[src/rtl/core/assert_macros.svh]
// Assertion macros included by the RTL file that carries checks.
`ifndef ASSERT_MACROS_SVH
`define ASSERT_MACROS_SVH

// The condition holds at every clock edge outside reset.
`define ASSERT_ALWAYS(lbl, clk, rst_n, cond, msg) \
    lbl: assert property (@(posedge clk) disable iff (!rst_n) (cond)) else $error(msg);

// The antecedent implies the consequent in the same cycle.
`define ASSERT_IMPLIES(lbl, clk, rst_n, ante, cons, msg) \
    lbl: assert property (@(posedge clk) disable iff (!rst_n) (ante) |-> (cons)) else $error(msg);

// The antecedent implies the consequent in the next cycle.
`define ASSERT_NEXT(lbl, clk, rst_n, ante, cons, msg) \
    lbl: assert property (@(posedge clk) disable iff (!rst_n) (ante) |=> (cons)) else $error(msg);

`endif

[src/rtl/core/lrk_pkg.sv]
// Types, widths and helper functions of the Lorenz RK4 step block.
package lrk_pkg;

    localparam int unsigned COORD_W           = 32;
    localparam int unsigned TRAJ_FIELD_W      = 3;
    localparam int unsigned STEP_W            = 21;
    localparam int unsigned GAIN_W            = 31;
    localparam int unsigned BETA_W            = 32;
    localparam int unsigned CFG_IDX_W         = 2;
    localparam int unsigned MUL_A_W           = 36;
    localparam int unsigned MUL_B_W           = 33;
    localparam int unsigned PROD_W            = MUL_A_W + MUL_B_W;
    localparam int unsigned S_TDATA_W         = 104;
    localparam int unsigned M_TDATA_W         = 104;
    localparam int unsigned DEF_TRAJECTORIES  = 8;
    localparam int unsigned DEF_FRACTION_BITS = 20;

    // Configuration register indexes.
    typedef enum logic [CFG_IDX_W-1:0] {
        CFG_STEP  = 2'd0,
        CFG_SIGMA = 2'd1,
        CFG_RHO   = 2'd2,
        CFG_BETA  = 2'd3
    } t_cfg_reg;

    // Sequencer states.
    typedef enum logic [2:0] {
        S_IDLE,
        S_FETCH,
        S_ISSUE,
        S_MWAIT,
        S_DIV,
        S_WB
    } t_state;

    // Multiplication slots within one stage of the step.
    typedef enum logic [2:0] {
        SUB_SIGMA = 3'd0,
        SUB_RHO   = 3'd1,
        SUB_XZ    = 3'd2,
        SUB_BETA  = 3'd3,
        SUB_XY    = 3'd4,
        SUB_AX    = 3'd5,
        SUB_AY    = 3'd6,
        SUB_AZ    = 3'd7
    } t_sub;

    typedef struct packed {
        logic                      ov;
        logic signed [COORD_W-1:0] val;
    } t_sat;

    // Saturate a wide signed value to a coordinate, flagging any clipping.
    function automatic t_sat sat_coord(input logic signed [PROD_W-1:0] v);
        t_sat r;
        logic [PROD_W-COORD_W:0] hi;
        hi = v[PROD_W-1:COORD_W-1];
        if ((hi == '0) || (hi == '1)) begin
            r.ov  = 1'b0;
            r.val = v[COORD_W-1:0];
        end else begin
            r.ov  = 1'b1;
            r.val = v[PROD_W-1] ? {1'b1, {(COORD_W-1){1'b0}}} : {1'b0, {(COORD_W-1){1'b1}}};
        end
        return r;
    endfunction

endpackage

[src/rtl/core/lorenz_rk4_step.sv]
// A load item or an out-of-range item goes from its beat straight to the write-back state.
// A step item takes 32 products on the one bit-serial multiplier, plus three serial
// divisions by six, before write-back. One item is in work at a time.
// Reset clears the point store (valid bits), the sequencer and the output register,
// and loads the default dt, sigma, rho and beta.
module lorenz_rk4_step #(
    parameter int unsigned TRAJECTORIES  = lrk_pkg::DEF_TRAJECTORIES,
    parameter int unsigned FRACTION_BITS = lrk_pkg::DEF_FRACTION_BITS
) (
    input  logic                              i_clk,
    input  logic                              i_rst_n,
    // Input item: tdata = trajectory[2:0], load_x, load_y, load_z, zero pad.
    input  logic                              i_s_tvalid,
    output logic                              o_s_tready,
    input  logic [lrk_pkg::S_TDATA_W-1:0]     i_s_tdata,
    // tuser = mode (0 load, 1 step).
    input  logic                              i_s_tuser,
    // Result: tdata = which_trajectory[2:0], point_x, point_y, point_z, overflow, zero pad.
    output logic                              o_m_tvalid,
    input  logic                              i_m_tready,
    output logic [lrk_pkg::M_TDATA_W-1:0]     o_m_tdata,
    // Configuration writes.
    input  logic                              i_cfg_valid,
    output logic                              o_cfg_ready,
    input  logic [lrk_pkg::CFG_IDX_W-1:0]     i_cfg_index,
    input  logic [31:0]                       i_cfg_data
);

    `include "assert_macros.svh"

    localparam int unsigned IDX_W  = (TRAJECTORIES > 1) ? $clog2(TRAJECTORIES) : 1;
    localparam int unsigned DW     = 58 - FRACTION_BITS;
    localparam int unsigned DCNT_W = $clog2(DW + 1);
    localparam int unsigned CW     = lrk_pkg::COORD_W;
    localparam int unsigned PW     = lrk_pkg::PROD_W;
    localparam int unsigned AW     = lrk_pkg::MUL_A_W;
    localparam int unsigned BW     = lrk_pkg::MUL_B_W;

    localparam logic [63:0] STEP_RST64  = ((64'd5 << FRACTION_BITS) + 64'd500) / 64'd1000;
    localparam logic [63:0] SIGMA_RST64 = 64'd10 << FRACTION_BITS;
    localparam logic [63:0] RHO_RST64   = 64'd28 << FRACTION_BITS;
    localparam logic [63:0] BETA_MAG64  = ((64'd16 << FRACTION_BITS) + 64'd3) / 64'd6;
    localparam logic [63:0] BETA_RST64  = 64'd0 - BETA_MAG64;

    // Configuration registers.
    logic [lrk_pkg::STEP_W-1:0]        r_step;
    logic [lrk_pkg::GAIN_W-1:0]        r_sigma;
    logic [lrk_pkg::GAIN_W-1:0]        r_rho;
    logic signed [lrk_pkg::BETA_W-1:0] r_beta;

    // Point store.
    logic [CW-1:0]           r_mem_x [TRAJECTORIES];
    logic [CW-1:0]           r_mem_y [TRAJECTORIES];
    logic [CW-1:0]           r_mem_z [TRAJECTORIES];
    logic [TRAJECTORIES-1:0] r_valid;
    logic [CW-1:0]           r_rd_x, r_rd_y, r_rd_z;
    logic                    r_rd_v;

    // Item and datapath registers.
    lrk_pkg::t_state         r_state, n_state;
    logic [lrk_pkg::TRAJ_FIELD_W-1:0] r_traj;
    logic                    r_inrange;
    logic                    r_ov;
    logic [4:0]              r_uop;
    logic signed [CW-1:0]    r_p [3];
    logic signed [CW-1:0]    r_q [3];
    logic signed [CW-1:0]    r_k [3];
    logic signed [AW-1:0]    r_s [3];
    logic signed [CW-1:0]    r_t1;
    logic [DW-1:0]           r_dn;
    logic [2:0]              r_drem;
    logic                    r_dneg;
    logic [DCNT_W-1:0]       r_dcnt;
    logic                    r_out_valid;
    logic [lrk_pkg::M_TDATA_W-1:0] r_out_data;

    // Input fields.
    logic [lrk_pkg::TRAJ_FIELD_W-1:0] in_traj;
    logic [CW-1:0]           in_x, in_y, in_z;
    logic [IDX_W-1:0]        in_idx;
    logic                    in_range;
    logic                    in_accept;
    logic [IDX_W-1:0]        wr_idx;

    // Control.
    logic                    mul_start;
    logic                    mul_done;
    logic                    out_load;
    logic                    out_free;
    logic                    div_fin;

    // Datapath combinational values.
    lrk_pkg::t_sub           sub;
    logic [1:0]              stage;
    logic [1:0]              axis;
    lrk_pkg::t_sat           diff_s, mq, mh, ma, ky_s, kz_s, adv_s, fin_s;
    logic signed [AW-1:0]    mul_a;
    logic signed [BW-1:0]    mul_b;
    logic signed [PW-1:0]    mul_prod;
    logic signed [PW-1:0]    prod_f;
    logic                    k_we, t1_we, q_we, div_go, step_ov;
    logic [1:0]              k_idx;
    logic signed [CW-1:0]    k_val;
    logic signed [AW-1:0]    k_ext;
    logic signed [AW-1:0]    s_upd;
    logic signed [DW-1:0]    div_qt;
    logic [DW-1:0]           div_mag;
    logic [3:0]              div_t;
    logic                    div_ge;
    logic [2:0]              div_rem_n;
    logic signed [DW:0]      div_inc;

    assign in_traj   = i_s_tdata[2:0];
    assign in_x      = i_s_tdata[34:3];
    assign in_y      = i_s_tdata[66:35];
    assign in_z      = i_s_tdata[98:67];
    assign in_idx    = IDX_W'(in_traj);
    assign in_range  = (9'(in_traj) < 9'(TRAJECTORIES));
    assign in_accept = i_s_tvalid && o_s_tready;
    assign wr_idx    = IDX_W'(r_traj);
    assign out_free  = !r_out_valid || i_m_tready;

    // Configuration writes are always taken.
    assign o_cfg_ready = 1'b1;

    always_ff @(posedge i_clk) begin
        if (!i_rst_n) begin
            r_step  <= STEP_RST64[lrk_pkg::STEP_W-1:0];
            r_sigma <= SIGMA_RST64[lrk_pkg::GAIN_W-1:0];
            r_rho   <= RHO_RST64[lrk_pkg::GAIN_W-1:0];
            r_beta  <= BETA_RST64[lrk_pkg::BETA_W-1:0];
        end else if (i_cfg_valid) begin
            unique case (lrk_pkg::t_cfg_reg'(i_cfg_index))
                lrk_pkg::CFG_STEP:  r_step  <= i_cfg_data[lrk_pkg::STEP_W-1:0];
                lrk_pkg::CFG_SIGMA: r_sigma <= i_cfg_data[lrk_pkg::GAIN_W-1:0];
                lrk_pkg::CFG_RHO:   r_rho   <= i_cfg_data[lrk_pkg::GAIN_W-1:0];
                lrk_pkg::CFG_BETA:  r_beta  <= i_cfg_data;
            endcase
        end
    end

    // Shared bit-serial multiplier.
    lrk_mul u_mul (
        .i_clk   (i_clk),
        .i_rst_n (i_rst_n),
        .i_start (mul_start),
        .i_a     (mul_a),
        .i_b     (mul_b),
        .o_done  (mul_done),
        .o_prod  (mul_prod)
    );

    // State register.
    always_ff @(posedge i_clk) begin
        if (!i_rst_n) begin
            r_state <= lrk_pkg::S_IDLE;
        end else begin
            r_state <= n_state;
        end
    end

    // Next state and control outputs.
    always_comb begin
        n_state    = r_state;
        o_s_tready = 1'b0;
        mul_start  = 1'b0;
        out_load   = 1'b0;
        unique case (r_state)
            lrk_pkg::S_IDLE: begin
                o_s_tready = 1'b1;
                if (i_s_tvalid) begin
                    n_state = (i_s_tuser && in_range) ? lrk_pkg::S_FETCH : lrk_pkg::S_WB;
                end
            end
            lrk_pkg::S_FETCH: begin
                n_state = lrk_pkg::S_ISSUE;
            end
            lrk_pkg::S_ISSUE: begin
                mul_start = 1'b1;
                n_state   = lrk_pkg::S_MWAIT;
            end
            lrk_pkg::S_MWAIT: begin
                if (mul_done) begin
                    n_state = div_go ? lrk_pkg::S_DIV : lrk_pkg::S_ISSUE;
                end
            end
            lrk_pkg::S_DIV: begin
                if (div_fin) begin
                    n_state = (r_uop == 5'd31) ? lrk_pkg::S_WB : lrk_pkg::S_ISSUE;
                end
            end
            lrk_pkg::S_WB: begin
                if (out_free) begin
                    out_load = 1'b1;
                    n_state  = lrk_pkg::S_IDLE;
                end
            end
            default: n_state = lrk_pkg::S_IDLE;
        endcase
    end

    // Operand selection and result shaping for the current slot.
    always_comb begin
        sub    = lrk_pkg::t_sub'(r_uop[2:0]);
        stage  = r_uop[4:3];
        axis   = 2'(r_uop[2:0] - 3'(lrk_pkg::SUB_AX));
        diff_s = lrk_pkg::sat_coord(PW'(r_q[1]) - PW'(r_q[0]));

        unique case (sub)
            lrk_pkg::SUB_SIGMA: begin mul_a = AW'(diff_s.val); mul_b = BW'(r_sigma); end
            lrk_pkg::SUB_RHO:   begin mul_a = AW'(r_q[0]);     mul_b = BW'(r_rho);   end
            lrk_pkg::SUB_XZ:    begin mul_a = AW'(r_q[2]);     mul_b = BW'(r_q[0]);  end
            lrk_pkg::SUB_BETA:  begin mul_a = AW'(r_q[2]);     mul_b = BW'(r_beta);  end
            lrk_pkg::SUB_XY:    begin mul_a = AW'(r_q[1]);     mul_b = BW'(r_q[0]);  end
            lrk_pkg::SUB_AX,
            lrk_pkg::SUB_AY,
            lrk_pkg::SUB_AZ: begin
                mul_a = (stage == 2'd3) ? r_s[axis] : AW'(r_k[axis]);
                mul_b = BW'(r_step);
            end
        endcase

        prod_f = mul_prod >>> FRACTION_BITS;
        mq     = lrk_pkg::sat_coord(prod_f);
        mh     = lrk_pkg::sat_coord(mul_prod >>> (FRACTION_BITS + 1));
        ma     = (stage == 2'd2) ? mq : mh;
        ky_s   = lrk_pkg::sat_coord(PW'(r_t1) - PW'(r_q[1]) - PW'(mq.val));
        kz_s   = lrk_pkg::sat_coord(PW'(r_t1) + PW'(mq.val));
        adv_s  = lrk_pkg::sat_coord(PW'(r_p[axis]) + PW'(ma.val));

        k_we    = 1'b0;
        t1_we   = 1'b0;
        q_we    = 1'b0;
        div_go  = 1'b0;
        k_idx   = 2'd0;
        k_val   = mq.val;
        step_ov = 1'b0;
        unique case (sub)
            lrk_pkg::SUB_SIGMA: begin
                k_we = 1'b1; k_idx = 2'd0; k_val = mq.val; step_ov = mq.ov;
            end
            lrk_pkg::SUB_RHO: begin
                t1_we = 1'b1; step_ov = mq.ov;
            end
            lrk_pkg::SUB_XZ: begin
                k_we = 1'b1; k_idx = 2'd1; k_val = ky_s.val; step_ov = mq.ov | ky_s.ov;
            end
            lrk_pkg::SUB_BETA: begin
                t1_we = 1'b1; step_ov = mq.ov;
            end
            lrk_pkg::SUB_XY: begin
                k_we = 1'b1; k_idx = 2'd2; k_val = kz_s.val; step_ov = mq.ov | kz_s.ov;
            end
            lrk_pkg::SUB_AX,
            lrk_pkg::SUB_AY,
            lrk_pkg::SUB_AZ: begin
                if (stage == 2'd3) begin
                    div_go = 1'b1;
                end else begin
                    q_we    = 1'b1;
                    step_ov = ma.ov | adv_s.ov;
                end
            end
        endcase

        // Weighted sum k1 + 2k2 + 2k3 + k4, built as each derivative lands.
        k_ext = AW'(k_val);
        if (stage == 2'd0) begin
            s_upd = k_ext;
        end else if (stage == 2'd3) begin
            s_upd = r_s[k_idx] + k_ext;
        end else begin
            s_upd = r_s[k_idx] + (k_ext <<< 1);
        end

        // Floor division by six: divide the magnitude, biased for negative values.
        div_qt    = prod_f[DW-1:0];
        div_mag   = div_qt[DW-1] ? (~div_qt + DW'(6)) : div_qt;
        div_t     = {r_drem, r_dn[DW-1]};
        div_ge    = (div_t >= 4'd6);
        div_rem_n = div_ge ? 3'(div_t - 4'd6) : div_t[2:0];
        div_inc   = r_dneg ? -$signed({1'b0, r_dn}) : $signed({1'b0, r_dn});
        fin_s     = lrk_pkg::sat_coord(PW'(r_p[axis]) + PW'(div_inc));
        div_fin   = (r_state == lrk_pkg::S_DIV) && (r_dcnt == DCNT_W'(DW));
    end

    // Store read at the beat, write at the end of the item.
    always_ff @(posedge i_clk) begin
        if (in_accept) begin
            r_rd_x <= r_mem_x[in_idx];
            r_rd_y <= r_mem_y[in_idx];
            r_rd_z <= r_mem_z[in_idx];
        end
        if (out_load && r_inrange) begin
            r_mem_x[wr_idx] <= r_p[0];
            r_mem_y[wr_idx] <= r_p[1];
            r_mem_z[wr_idx] <= r_p[2];
        end
    end

    always_ff @(posedge i_clk) begin
        if (!i_rst_n) begin
            r_valid <= '0;
            r_rd_v  <= 1'b0;
        end else begin
            if (in_accept) begin
                r_rd_v <= r_valid[in_idx];
            end
            if (out_load && r_inrange) begin
                r_valid[wr_idx] <= 1'b1;
            end
        end
    end

    // Sequencer counters and overflow flag.
    always_ff @(posedge i_clk) begin
        if (!i_rst_n) begin
            r_uop  <= '0;
            r_ov   <= 1'b0;
            r_dcnt <= '0;
        end else begin
            unique case (r_state)
                lrk_pkg::S_IDLE: begin
                    r_ov  <= 1'b0;
                    r_uop <= '0;
                end
                lrk_pkg::S_ISSUE: begin
                    if (sub == lrk_pkg::SUB_SIGMA) begin
                        r_ov <= r_ov | diff_s.ov;
                    end
                end
                lrk_pkg::S_MWAIT: begin
                    if (mul_done) begin
                        r_ov <= r_ov | step_ov;
                        if (div_go) begin
                            r_dcnt <= '0;
                        end else begin
                            r_uop <= r_uop + 5'd1;
                        end
                    end
                end
                lrk_pkg::S_DIV: begin
                    if (div_fin) begin
                        r_ov  <= r_ov | fin_s.ov;
                        r_uop <= r_uop + 5'd1;
                    end else begin
                        r_dcnt <= r_dcnt + DCNT_W'(1);
                    end
                end
                default: ;
            endcase
        end
    end

    // Point, derivative and divider registers.
    always_ff @(posedge i_clk) begin
        unique case (r_state)
            lrk_pkg::S_IDLE: begin
                if (i_s_tvalid) begin
                    r_traj    <= in_traj;
                    r_inrange <= in_range;
                    if (in_range && !i_s_tuser) begin
                        r_p[0] <= in_x;
                        r_p[1] <= in_y;
                        r_p[2] <= in_z;
                    end else begin
                        r_p[0] <= '0;
                        r_p[1] <= '0;
                        r_p[2] <= '0;
                    end
                end
            end
            lrk_pkg::S_FETCH: begin
                r_p[0] <= r_rd_v ? r_rd_x : '0;
                r_p[1] <= r_rd_v ? r_rd_y : '0;
                r_p[2] <= r_rd_v ? r_rd_z : '0;
                r_q[0] <= r_rd_v ? r_rd_x : '0;
                r_q[1] <= r_rd_v ? r_rd_y : '0;
                r_q[2] <= r_rd_v ? r_rd_z : '0;
            end
            lrk_pkg::S_MWAIT: begin
                if (mul_done) begin
                    if (k_we) begin
                        r_k[k_idx] <= k_val;
                        r_s[k_idx] <= s_upd;
                    end
                    if (t1_we) begin
                        r_t1 <= mq.val;
                    end
                    if (q_we) begin
                        r_q[axis] <= adv_s.val;
                    end
                    if (div_go) begin
                        r_dn   <= div_mag;
                        r_drem <= '0;
                        r_dneg <= div_qt[DW-1];
                    end
                end
            end
            lrk_pkg::S_DIV: begin
                if (div_fin) begin
                    r_p[axis] <= fin_s.val;
                end else begin
                    r_dn   <= {r_dn[DW-2:0], div_ge};
                    r_drem <= div_rem_n;
                end
            end
            default: ;
        endcase
    end

    // Output register: holds a finished result until the downstream side takes it.
    always_ff @(posedge i_clk) begin
        if (!i_rst_n) begin
            r_out_valid <= 1'b0;
        end else if (out_load) begin
            r_out_valid <= 1'b1;
        end else if (i_m_tready) begin
            r_out_valid <= 1'b0;
        end
    end

    always_ff @(posedge i_clk) begin
        if (out_load) begin
            r_out_data <= {4'd0, r_ov, r_p[2], r_p[1], r_p[0], r_traj};
        end
    end

    assign o_m_tvalid = r_out_valid;
    assign o_m_tdata  = r_out_data;

    // Checks on the sequencer.
    `ASSERT_IMPLIES(a_mul_done_in_wait, i_clk, i_rst_n, mul_done, r_state == lrk_pkg::S_MWAIT, "multiplier finished outside the wait state")
    `ASSERT_IMPLIES(a_div_last_slot, i_clk, i_rst_n, div_fin && (r_uop == 5'd31), n_state == lrk_pkg::S_WB, "last division did not end the step")
    `ASSERT_IMPLIES(a_out_slot_free, i_clk, i_rst_n, out_load, !r_out_valid || i_m_tready, "result overwrote a beat not yet taken")
    `ASSERT_NEXT(a_load_no_ov, i_clk, i_rst_n, in_accept && !i_s_tuser, !r_ov, "load item raised overflow")

endmodule

[src/rtl/core/lrk_mul.sv]
// Bit-serial signed shift-and-add multiplier, one multiplier bit per cycle.
module lrk_mul (
    input  logic                                i_clk,
    input  logic                                i_rst_n,
    input  logic                                i_start,
    input  logic signed [lrk_pkg::MUL_A_W-1:0]  i_a,
    input  logic signed [lrk_pkg::MUL_B_W-1:0]  i_b,
    output logic                                o_done,
    output logic signed [lrk_pkg::PROD_W-1:0]   o_prod
);

    localparam int unsigned CNT_W = $clog2(lrk_pkg::MUL_B_W + 1);

    logic signed [lrk_pkg::MUL_A_W-1:0] r_a;
    logic signed [lrk_pkg::MUL_A_W:0]   r_hi;
    logic        [lrk_pkg::MUL_B_W-1:0] r_lo;
    logic        [CNT_W-1:0]            r_cnt;
    logic                               r_busy;
    logic                               r_done;

    logic signed [lrk_pkg::MUL_A_W:0]   a_ext;
    logic signed [lrk_pkg::MUL_A_W:0]   psum;
    logic                               last;

    // Add or, for the sign bit of the multiplier, subtract the multiplicand.
    always_comb begin
        a_ext = (lrk_pkg::MUL_A_W + 1)'(r_a);
        last  = (r_cnt == CNT_W'(lrk_pkg::MUL_B_W - 1));
        if (r_lo[0]) begin
            psum = last ? (r_hi - a_ext) : (r_hi + a_ext);
        end else begin
            psum = r_hi;
        end
    end

    // Shift the partial product right by one bit each cycle while busy.
    always_ff @(posedge i_clk) begin
        if (!i_rst_n) begin
            r_busy <= 1'b0;
            r_done <= 1'b0;
            r_cnt  <= '0;
        end else begin
            r_done <= 1'b0;
            if (i_start) begin
                r_busy <= 1'b1;
                r_cnt  <= '0;
            end else if (r_busy) begin
                r_cnt <= r_cnt + CNT_W'(1);
                if (last) begin
                    r_busy <= 1'b0;
                    r_done <= 1'b1;
                end
            end
        end
    end

    always_ff @(posedge i_clk) begin
        if (i_start) begin
            r_a  <= i_a;
            r_hi <= '0;
            r_lo <= i_b;
        end else if (r_busy) begin
            r_hi <= {psum[lrk_pkg::MUL_A_W], psum[lrk_pkg::MUL_A_W:1]};
            r_lo <= {psum[0], r_lo[lrk_pkg::MUL_B_W-1:1]};
        end
    end

    assign o_done = r_done;
    assign o_prod = {r_hi[lrk_pkg::MUL_A_W-1:0], r_lo};

endmodule

[config.mk]
export PLATFORM = sky130hd
export DESIGN_NAME = lorenz_rk4_step
export DESIGN_NICKNAME = d
export VERILOG_FILES = /design/src/rtl/core/lrk_pkg.sv /design/src/rtl/core/lorenz_rk4_step.sv /design/src/rtl/core/lrk_mul.sv
export VERILOG_INCLUDE_DIRS = /design/src /design/src/rtl/core
export SDC_FILE = /design/constraint.sdc
export NUM_CORES = 2
export LEC_CHECK = 0
export ABC_AREA = 0
export BUFFER_PORTS_ARGS = -buffer_cell sky130_fd_sc_hd__buf_2
export CAP_MARGIN = 30
export CORE_ASPECT_RATIO = 2
export CORE_MARGIN = 5
export CORE_UTILIZATION = 36
export CTS_CLUSTER_DIAMETER = 150
export DETAILED_ROUTE_END_ITERATION = 7
export PLACE_DENSITY = 0.58
export SLEW_MARGIN = 15
export SYNTH_ARGS = -nofsm -noshare
export SYNTH_HDL_FRONTEND = slang
export SYNTH_SLANG_ARGS = --single-unit
[constraint.sdc]
create_clock -name i_clk -period 19.2 [get_ports i_clk]
set_input_delay 2.88 -clock i_clk [delete_from_list [all_inputs] [get_ports i_clk]]
set_output_delay 2.88 -clock i_clk [all_outputs]
set_load 0.01 [all_outputs]
==> out/qor.txt <==
======================================================================================
CP max-delay cell ....................................................... sky130_fd_sc_hd__a311oi_1
CTS tree ................................................................         done
Number of nets in the final layout ......................................         7937
Initial antenna violation count .........................................           15
Cell at the root of the clock tree ...................................... sky130_fd_sc_hd__clkbuf_16
Share of the clock period used by the worst path ........................       63.93%
Resized cells post-CTS ..................................................            0
H-tree lvl count ........................................................            4
Proportion of power drawn by the clock network ..........................        18.9%
Number of I/O port buffers ..............................................          240
Number of routed nets with antenna violations ...........................            0
Cts bufs inserted .......................................................          158
Final weighted congestion in routability-driven placement ...............        1.047
Crit Reg-Reg Endpoint ...................................................   r_s[1][35]
Outcome ................................................................. finished clean
Internal power ..........................................................   0.009587 W
Die boundary width ......................................................     359.3 um
Post-synthesis async set-or-reset flop share ............................           0%
Critical path's largest stage delay .....................................      0.84 ns
Insertion delay of the later-clocked pin in the worst-skew pair .........      0.81 ns
Number of max-cap violations ............................................            0
Arrival time worst endpoint .............................................     12.79 ns
Peak Freq ...............................................................  0.08147 GHz
Site row count ..........................................................          256
Yosys warnings ..........................................................            0
Setup tns final .........................................................         0 ns
Vias in the first global route ..........................................       64.05k
Boundary Pins ...........................................................          251
Area growth from synthesis to layout ....................................       11.58%
Count of flip-flops with a built-in enable after synthesis ..............         1538
Startpoint type of the worst setup path .................................    flip-flop
Per-cell via count in the routed design .................................        5.879
Grt total ovfl ..........................................................            0
Most instantiated flip-flop cell in the synthesis netlist ............... sky130_fd_sc_hd__edfxtp_1
Clock slew at the register clock pins of the worst setup and hold paths .      0.08 ns
Hold bufs inserted after CTS ............................................            0
First-pass iteration count of the detailed router .......................            7
Fraction of layout instances using a drive strength above 1 .............       13.68%
Starting Density ........................................................       36.14%
Required time of the worst setup path ...................................     19.71 ns
GRT Total Usage .........................................................       24.39%
Endpoints failing hold ..................................................            0
Crit path capture type ..................................................    flip-flop
Post-DP Area ............................................................    92840 um2
Post-Layout Inst Area ...................................................    98040 um2
Setup repair after global routing missed its margin .....................           no
Maximum number of pins on one net before global-route repair ............          138
Worst setup path class .................................................. flip-flop to flip-flop
Core ar. ................................................................   243100 um2
Final critical delay including setup and external delays ................     12.27 ns
Number of instances in the synthesized netlist ..........................         7354
Setup slack on the worst flop-to-flop path ..............................      6.93 ns
Yosys reg bits ..........................................................         1722
Worst relative slew slack ...............................................       22.66%
Total net switching power ...............................................   0.007550 W
Maximum fanout along the worst path .....................................           31
Count of distinct cell types in the synthesized netlist .................           91
R2R cell count ..........................................................           34
HP Start ................................................................   r_sigma[6]
Flop pwr share ..........................................................        36.0%
Detailed placement HPWL .................................................    236200 um
Worst IR drop on VDD ....................................................     162.3 uV
Remaining routing DRC violations ........................................            0
Wire length of the first global-routing pass ............................    453800 um
Total of fill cells in the finished design ..............................       22.99k
Mean Syn Cell Area ......................................................    11.95 um2
Final-report max-slew violation count ...................................            0
Iteration-0 DRC count of the detailed router ............................         5872
Power density cells ..................................................... 174.8 nW/um2
Hold Path Sink ..........................................................   r_sigma[6]
Worst min-delay path category ........................................... flip-flop to flip-flop
Hold path cells .........................................................            2
Leakage power figure ....................................................     34.26 nW
Sw frac .................................................................       44.06%
DIE AREA ................................................................   254600 um2
Maximum number of buffers from clock root to sink .......................            4
Detailed-route wire length ..............................................    323800 um
Die height ..............................................................     708.7 um
Final setup violation count .............................................            0
Worst Max-Slew Pin Slew .................................................     1.160 ns
Seq/Total Area, Yosys ...................................................       56.76%
Combinational fraction of design power ..................................        45.2%
Final worst clock skew ..................................................   0.06077 ns
Area of the mapped netlist ..............................................    87860 um2
Buffer count from post-CTS setup fixing .................................            0
Post-detailed-route wirelength per cell .................................     29.95 um
Most repeated library cell on the critical path ......................... sky130_fd_sc_hd__o21ai_0
Number of sinks driven by the clock tree ................................         1722
Startpoint of the worst-slack reg-to-reg timing path .................... u_mul.r_hi[20]
Via count ...............................................................       63.55k
======================================================================================
==> power groups by stage <==
stage               registers, W  clock network (W)  logic [W]
floorplan                0.00559                  0    0.00515
global placement         0.00619                  0    0.00748
detailed placement       0.00621                  0    0.00758
CTS                      0.00614            0.00330    0.00762
global route             0.00618            0.00343    0.00829
finish                   0.00616            0.00324    0.00774
==> worst max path at each step <==
stage	start	end	slack [ns]	cells past startpoint
floorplan	i_m_tready	r_mem_x[1][0]	3.69	4
detailed placement	u_mul.r_hi[20]	r_s[1][35]	7.08	32
CTS	u_mul.r_hi[20]	r_s[1][34]	6.98	32
finish	u_mul.r_hi[20]	r_s[1][35]	6.93	34
global placement	u_mul.r_hi[20]	r_s[0][35]	6.85	32
global route	u_mul.r_hi[20]	r_s[1][34]	6.24	34
==> critical path: cells and delay by family (launching register included) <==
kind / cells / cell delay [ns]
AOI/OAI and AO/OA: 17 / 6.70
DFF: 1 / 0.43
buffers and inverters: 5 / 0.98
and+or+nand+nor: 9 / 2.48
adders and majority gates: 3 / 1.31
==> layout make-up <==
cell class / count / area (um2) / share of cell area (%)
flip-flops and latches: 1722 / 49880 / 50.87
multi-input cells: 4964 / 35710 / 36.43
clock buffers: 190 / 4237 / 4.321
well taps: 3225 / 4035 / 4.116
repair buffers: 384 / 2424 / 2.472
inverters: 236 / 887.1 / 0.9048
clock inverters: 82 / 847.1 / 0.8640
diodes: 8 / 20.02 / 0.02042
==> placed cells by master, fill, tap and decap left out, types with 154 or more instances in the layout <==
cell type	netlist	final
sky130_fd_sc_hd__a21o_1	154	154
sky130_fd_sc_hd__mux4_2	226	226
sky130_fd_sc_hd__nand3_1	236	235
sky130_fd_sc_hd__ha_1	288	287
sky130_fd_sc_hd__o21ai_0	534	534
sky130_fd_sc_hd__dfxtp_1	184	180
sky130_fd_sc_hd__clkbuf_16	0	165
sky130_fd_sc_hd__nand2_1	842	836
sky130_fd_sc_hd__a21oi_1	456	455
sky130_fd_sc_hd__inv_1	234	233
sky130_fd_sc_hd__nor2_1	416	401
sky130_fd_sc_hd__xnor2_1	175	174
sky130_fd_sc_hd__edfxtp_1	1538	1538
sky130_fd_sc_hd__buf_2	10	238
==> metal layers <==
layer	part of all wire [%]	GRT usage, %
met1	33	24.95
met3	5.3	2.753
met2	52	44.82
met5	0.014	0
met4	9.9	19.61
==> synth_stat cells (10+ instances only) <==
| cell type | count | area [um2] |
|---|---|---|
| sky130_fd_sc_hd__and2_1 | 35 | 219.0 |
| sky130_fd_sc_hd__xor2_1 | 152 | 1331 |
| sky130_fd_sc_hd__buf_1 | 48 | 180.2 |
| sky130_fd_sc_hd__nand3_1 | 236 | 1181 |
| sky130_fd_sc_hd__nor4_1 | 22 | 137.6 |
| sky130_fd_sc_hd__ha_1 | 288 | 3603 |
| sky130_fd_sc_hd__a21boi_0 | 11 | 82.58 |
| sky130_fd_sc_hd__nor2b_1 | 39 | 244.0 |
| sky130_fd_sc_hd__o21ai_0 | 534 | 2673 |
| sky130_fd_sc_hd__o41ai_1 | 20 | 175.2 |
| sky130_fd_sc_hd__a22oi_1 | 131 | 983.4 |
| sky130_fd_sc_hd__a222oi_1 | 31 | 310.3 |
| sky130_fd_sc_hd__a211oi_1 | 54 | 405.4 |
| sky130_fd_sc_hd__nand2_1 | 842 | 3161 |
| sky130_fd_sc_hd__nand4_1 | 44 | 275.3 |
| sky130_fd_sc_hd__buf_2 | 10 | 50.05 |
| sky130_fd_sc_hd__o22ai_1 | 103 | 644.4 |
| sky130_fd_sc_hd__xnor2_1 | 175 | 1533 |
| sky130_fd_sc_hd__a211o_1 | 10 | 87.58 |
| sky130_fd_sc_hd__o21bai_1 | 53 | 397.9 |
| sky130_fd_sc_hd__or2_2 | 14 | 87.58 |
| sky130_fd_sc_hd__o31ai_1 | 34 | 255.2 |
| sky130_fd_sc_hd__mux2_2 | 99 | 1115 |
| sky130_fd_sc_hd__fa_1 | 39 | 780.8 |
| sky130_fd_sc_hd__and3_1 | 31 | 193.9 |
| sky130_fd_sc_hd__dfxtp_1 | 184 | 3684 |
| sky130_fd_sc_hd__or3_1 | 37 | 231.5 |
| sky130_fd_sc_hd__mux2i_1 | 106 | 1061 |
| sky130_fd_sc_hd__nand2b_1 | 51 | 319.1 |
| sky130_fd_sc_hd__mux4_2 | 226 | 5090 |
| sky130_fd_sc_hd__nor2_1 | 416 | 1562 |
| sky130_fd_sc_hd__a21o_1 | 154 | 1156 |
| sky130_fd_sc_hd__o221ai_1 | 14 | 122.6 |
| sky130_fd_sc_hd__o211ai_1 | 43 | 322.8 |
| sky130_fd_sc_hd__a31oi_1 | 132 | 825.8 |
| sky130_fd_sc_hd__clkbuf_1 | 369 | 1385 |
| sky130_fd_sc_hd__nor3_1 | 70 | 350.3 |
| sky130_fd_sc_hd__a21oi_1 | 456 | 2282 |
| sky130_fd_sc_hd__inv_1 | 234 | 878.3 |
| sky130_fd_sc_hd__a31o_2 | 11 | 96.34 |
| sky130_fd_sc_hd__o21a_1 | 62 | 465.5 |
| sky130_fd_sc_hd__edfxtp_1 | 1538 | 46180 |
==> state kept, by name (all words and copies together) (netlist names), 33 cells and up <==
name        cells
r_mem_x       256
r_mem_y       256
r_mem_z       256
r_p           128
r_s           108
o_m_tdata     100
r_k            96
r_q            96
r_dn           38
u_mul.r_a      36
u_mul.r_hi     36
u_mul.r_lo     33
==> stage by stage <==
step / hold WS, ns / std cells / power (W) / setup WS (ns) / utilization [%]
2_1_floorplan: 0.4227 / 7357 / 0.01073 / 3.690 / -
3_3_place_gp: 0.4381 / 10520 / 0.01368 / 6.853 / 38.16
3_5_place_dp: 0.4432 / 10520 / 0.01379 / 7.085 / 38.19
4_1_cts: 0.4534 / 10800 / 0.01706 / 6.977 / 40.28
5_1_grt: 0.4689 / 10810 / 0.01789 / 6.240 / 40.32
6_report: 0.4526 / 10810 / 0.01714 / 6.925 / 40.33
==> cells by family after synthesis <==
group / count (synthesis) / synth area share (%)
AO/OA/AOI/OAI: 1975 / 14.14
XOR/XNOR: 327 / 3.260
adder cells (fa/ha/maj): 334 / 5.070
buffers and inverters: 671 / 2.909
flip-flops: 1722 / 56.76
multiplexers: 431 / 8.269
other: 2 / 0.008547
AND/OR/NAND/NOR: 1892 / 9.588
Power figures use the tool's default switching activity.
